==> src/sida_pkg.sv <==
// Shared types and constants for the signed integer to decimal text converter.
package sida_pkg;

  localparam int unsigned VALUE_W = 32;
  localparam int unsigned CHAR_W = 8;
  localparam int unsigned DIGIT_W = 4;
  localparam int unsigned NUM_DIGITS = 10;
  localparam int unsigned IDX_W = 4;
  localparam int unsigned PROD_W = 64;

  // Reciprocal of ten, scaled by 2^35; exact quotient for any 32-bit unsigned operand.
  localparam logic [VALUE_W-1:0] RECIP_TEN = 32'hCCCC_CCCD;
  localparam int unsigned RECIP_SHIFT = 35;
  localparam int unsigned QUOT_W = PROD_W - RECIP_SHIFT;

  localparam logic [CHAR_W-1:0] ASCII_MINUS = 8'd45;
  localparam logic [CHAR_W-1:0] ASCII_ZERO = 8'd48;

  // Commands from the controller to the datapath.
  typedef struct packed {
    logic load;
    logic prime;
    logic step;
    logic emit_sign;
    logic emit_digit;
  } sida_cmd_t;

  // Status from the datapath to the controller.
  typedef struct packed {
    logic negative;
    logic step_last;
    logic idx_zero;
  } sida_status_t;

endpackage

==> src/sida_controller.sv <==
// Controller state machine: sequences load, division steps and character output.
module sida_controller (
  input  logic                    clk,
  input  logic                    rst,
  input  logic                    start,
  output logic                    busy,
  output sida_pkg::sida_cmd_t     cmd,
  input  sida_pkg::sida_status_t  status
);

  typedef enum logic [4:0] {
    S_IDLE  = 5'b00001,
    S_PRIME = 5'b00010,
    S_CONV  = 5'b00100,
    S_SIGN  = 5'b01000,
    S_EMIT  = 5'b10000
  } state_t;

  state_t state;
  state_t state_next;

  always_ff @(posedge clk) begin
    if (rst) begin
      state <= S_IDLE;
    end else begin
      state <= state_next;
    end
  end

  // Next state and commands.
  always_comb begin
    state_next = state;
    cmd = '0;
    case (state)
      S_IDLE: begin
        if (start) begin
          cmd.load = 1'b1;
          state_next = S_PRIME;
        end
      end
      S_PRIME: begin
        cmd.prime = 1'b1;
        state_next = S_CONV;
      end
      S_CONV: begin
        cmd.step = 1'b1;
        if (status.step_last) begin
          state_next = status.negative ? S_SIGN : S_EMIT;
        end
      end
      S_SIGN: begin
        cmd.emit_sign = 1'b1;
        state_next = S_EMIT;
      end
      S_EMIT: begin
        cmd.emit_digit = 1'b1;
        if (status.idx_zero) begin
          state_next = S_IDLE;
        end
      end
      default: begin
        state_next = S_IDLE;
      end
    endcase
  end

  assign busy = (state != S_IDLE);

endmodule

==> config.mk <==
export PLATFORM = sky130hd
export DESIGN_NAME = sida_controller
export DESIGN_NICKNAME = d
export VERILOG_FILES = /design/src/sida_pkg.sv /design/src/sida_controller.sv
export SDC_FILE = /design/constraint.sdc
export NUM_CORES = 1
export LEC_CHECK = 0
export ABC_AREA = 1
export CAP_MARGIN = 30
export CORE_AREA = 4 4 41 43
export DETAILED_ROUTE_END_ITERATION = 16
export DIE_AREA = 0 0 45 47
export DONT_BUFFER_PORTS = 1
export GPL_TIMING_DRIVEN = 0
export HOLD_SLACK_MARGIN = 0.08
export PLACE_DENSITY_LB_ADDON = 0.08
export SLEW_MARGIN = 10
export SYNTH_ARGS = -nofsm -noshare
export SYNTH_HDL_FRONTEND = slang
export SYNTH_SLANG_ARGS = --single-unit
==> constraint.sdc <==
create_clock -name clk -period 1.2 [get_ports clk]
set_clock_uncertainty 0.1 [all_clocks]
set_input_delay 0.12 -clock clk [delete_from_list [all_inputs] [get_ports clk]]
set_output_delay 0.12 -clock clk [all_outputs]
set_load 0.1 [all_outputs]
Word level (Yosys, flattened, before mapping):

Cells that the tools add are included.

* register bits after elaboration: 5
* input bits: 6
* output and inout bits: 6

* equality and inequality tests: 9
* reductions and logical operators: 1
* mux-type cells: 11

Operator list (number)
* $pmux W5 S5: 1
* $mux W5: 4
* $mux W1: 6
* $ne A2 B2 Y1 const B: 3
* $eq A5 B1 Y1 const B: 1
* $eq A5 B2 Y1 const B: 1
* $eq A5 B3 Y1 const B: 1
* $eq A5 B4 Y1 const B: 1
* $eq A5 B5 Y1 const B: 1
* $ne A5 B1 Y1 const B: 1
* $reduce_and A3 Y1: 1

Depth between registers and ports, before layout:

* word-level depth: 3
* gate-level depth with buffers: 6
* mapped depth without buffers: 6

Least setup slack after synthesis:

OpenSTA, ideal clock, no wires.

* path kind: reg2out
* from: register state[0]
* to: output port cmd[4] (netlist name)
* slack: -1.978 ns
* data arrival time: 2.958 ns
* cell stages (with the launch flop): 5
* data required time: 0.980 ns
* buffers on the path: 0
* cells stage by stage: dfxtp_1 -> inv_1 -> nor2_4 -> nand3_1 -> nor2_1

RTL lines
* start: declaration: line sida_controller.sv:19 `state_t state;`
* start signal: assignment: line sida_controller.sv:26 `state <= state_next;`
* end: declaration: line sida_controller.sv:7 `output sida_pkg::sida_cmd_t cmd,`

==> results.sh <==
export IMPL_synthAdderAreaFrac=0
export IMPL_fillers=140
export IMPL_drive_above_1_share=0.697
export IMPL_synth_top_area_share=0.307
export IMPL_wl_per_cell_um=11.2
export IMPL_cts_tree="done"
export IMPL_setup_viol=11
export IMPL_die_h_um=47
export IMPL_min_period_over_period=1.59
export IMPL_final_cell_mix="buf_4, nor2_4, buf_6"
export IMPL_root_buffer="clkbuf_4"
export IMPL_syn_num_nets=49
export IMPL_synth_top_area_cell="dfxtp_1"
export IMPL_ir_drop_mv=0.928
export IMPL_hpwlAfterDp_um=609
export IMPL_regMostFlops="state"
export IMPL_drc=0
export IMPL_vias=370
export IMPL_slew_headroom=0.591
export IMPL_critical_path_peak_fanout=4
export IMPL_htree_levels=1
export IMPL_drt_wl_total_um=905
export IMPL_ios=12
export IMPL_hold_ws_ns=0.138
export IMPL_grt_pass1_wl_mm=1.39
export IMPL_violations="negative setup slack"
export IMPL_synth_avg_cell_area_um2=7.59
export IMPL_maxCapViolCount=0
export IMPL_synthSimpleGateAreaFrac=0.490
export IMPL_finalSetupTns_ns=-4.24
export IMPL_fin_cells=81
export IMPL_hold_class="in -> reg"
export IMPL_via_per_inst=4.57
export IMPL_ant_nets=0
export IMPL_diodes=0
export IMPL_cts_sinks=5
export IMPL_crit_path_start_kind="register"
export IMPL_core_um2=1300
export IMPL_grt_pass1_vias=351
export IMPL_final_common_cell="buf_4"
export IMPL_synthMuxAreaShare=0
export IMPL_placed_cell_area_um2=403
export IMPL_antenna_found_initial=0
export IMPL_min_period_ns=1.91
export IMPL_cp_arrival_ns=1.69
export IMPL_grt_max_degree=8
export IMPL_top_regs="state: 5 flops"
export IMPL_leakage_uw=0.000288
export IMPL_drtIter0Drc=11
export IMPL_outcome="finished with violations"
export IMPL_switching_power_uw=939
export IMPL_slew_violations=0
export IMPL_die_w_um=45
export IMPL_switching_share=0.528
export IMPL_firstDrtPassIters=4
export IMPL_ctsLongestPathBuffers=2
export IMPL_fin_area_um2=631
export IMPL_grt_ovfl_total=0
export IMPL_die_area_um2=2120
export IMPL_setup_ws_ns=-0.711
export IMPL_largest_reg_flops=5
export IMPL_synth_cell_types=17
export IMPL_synth_xor_area_share=0
export IMPL_intPower_uw=839
export IMPL_cp_end_kind="output pin"
export IMPL_rsz0062_at_grt="true"
export IMPL_row_count=13
export IMPL_clkLatencyLatePin_ns=0.24
export IMPL_pwr_share_clk=0.111
export IMPL_cts_buffers=3
export IMPL_crit_required_ns=0.98
export IMPL_grt_use_total=0.0956
export IMPL_synth_top_family_by_area="simple AND/OR/NAND/NOR gates"
export IMPL_seqPwrFrac=0.157
export IMPL_worst_slew_pin_slew_ns=0.612
export IMPL_critical_path_class="reg -> out"
export IMPL_dp_cells=58
export IMPL_fmax_ghz=0.523
export IMPL_synth_cells=43
export IMPL_hold_viol=0
export IMPL_layout_nets=73
export IMPL_ff2ff_setup_slack_ns=-0.44
export IMPL_synth_area_leaders="dfxtp_1, inv_1, nand4_2"
export IMPL_combPwrFrac=0.732
export IMPL_start_util=0.251
export IMPL_place_congestion=0.711
export IMPL_syn_to_final_growth_pct=93.1
export IMPL_ys_seq_elements=5
export IMPL_path_clk_slew_ns=0.04
export IMPL_synthesis_area_um2=327
export IMPL_p_per_area_nw_per_um2=2820
export IMPL_yosysWarnings=0
export IMPL_portBuffers=0
export IMPL_synth_compound_area_frac=0.0651
export IMPL_synth_yosys_seq_area_share=0.307
cells by family after synthesis:
logic type | Yosys count
flops | 5
simple gates | 24
compound gates | 3
buf+inv | 11
power groups by stage:
stage / Combinational (uW) / Clock (uW) / Sequential (uW)
global route: 1360 / 220 / 283
CTS: 1050 / 203 / 284
finish: 1300 / 197 / 279
global placement: 881 / 0 / 290
detailed placement: 890 / 0 / 292
floorplan: 830 / 0 / 283
Yosys cell counts, drive strengths merged:
library cell / n
o21bai: 1
a21oi: 1
inv: 10
nor3: 2
o21ai: 1
nand4: 5
nor2: 8
nand2: 3
buf: 1
nand3: 6
dfxtp: 5
per-layer routing:
| layer | vias up | track usage | part of all wire |
|---|---|---|---|
| met5 | - | 0 | 0 |
| met1 | 169 | 0.109 | 0.43 |
| li1 | 184 | - | - |
| met3 | 2 | 0.0268 | 0.072 |
| met4 | 0 | 0.0877 | 0.013 |
| met2 | 15 | 0.144 | 0.49 |
per-stage QoR:
stage	setup WS, ns	total power [uW]	utilization
4_1_cts	-0.714	1540	0.424
3_3_place_gp	-0.524	1170	0.310
5_1_grt	-0.752	1860	0.485
6_report	-0.711	1780	0.485
3_5_place_dp	-0.532	1180	0.310
2_1_floorplan	-0.467	1110	-
worst paths after layout:
check,startpoint,depth (start not counted),to
worst max-delay path,state[1],3,cmd[4]
worst min-delay path,status[0],4,state[0]
worst max register to register,state[1],11,state[4]
worst min register to register,state[4],3,state[2]
layout make-up:
cell class | count | area (um^2) | area share
clock buffer | 4 | 26.3 | 0.0417
multi-input combinational | 27 | 231 | 0.367
tap | 15 | 18.8 | 0.0298
inverter | 10 | 56.3 | 0.0893
sequential | 5 | 109 | 0.173
buffer | 1 | 20.0 | 0.0317
timing repair buffer | 19 | 169 | 0.268
repair_timing:
action,in CTS,in global routing
setup buffers,9,7
resized for setup,10,7
pin swaps,8,8
hold buffers,3,0
setup endpoints to repair,10,11
endpoints found under the hold margin,5,0
worst max-delay path, stage by stage, from the launching register on:
cell and delay [ns]:
dfxtp_4 0.35, nor2_4 0.13, nand3_4 0.33, nor2_4 0.63
Note: power is estimated with default switching activity, not from simulation.
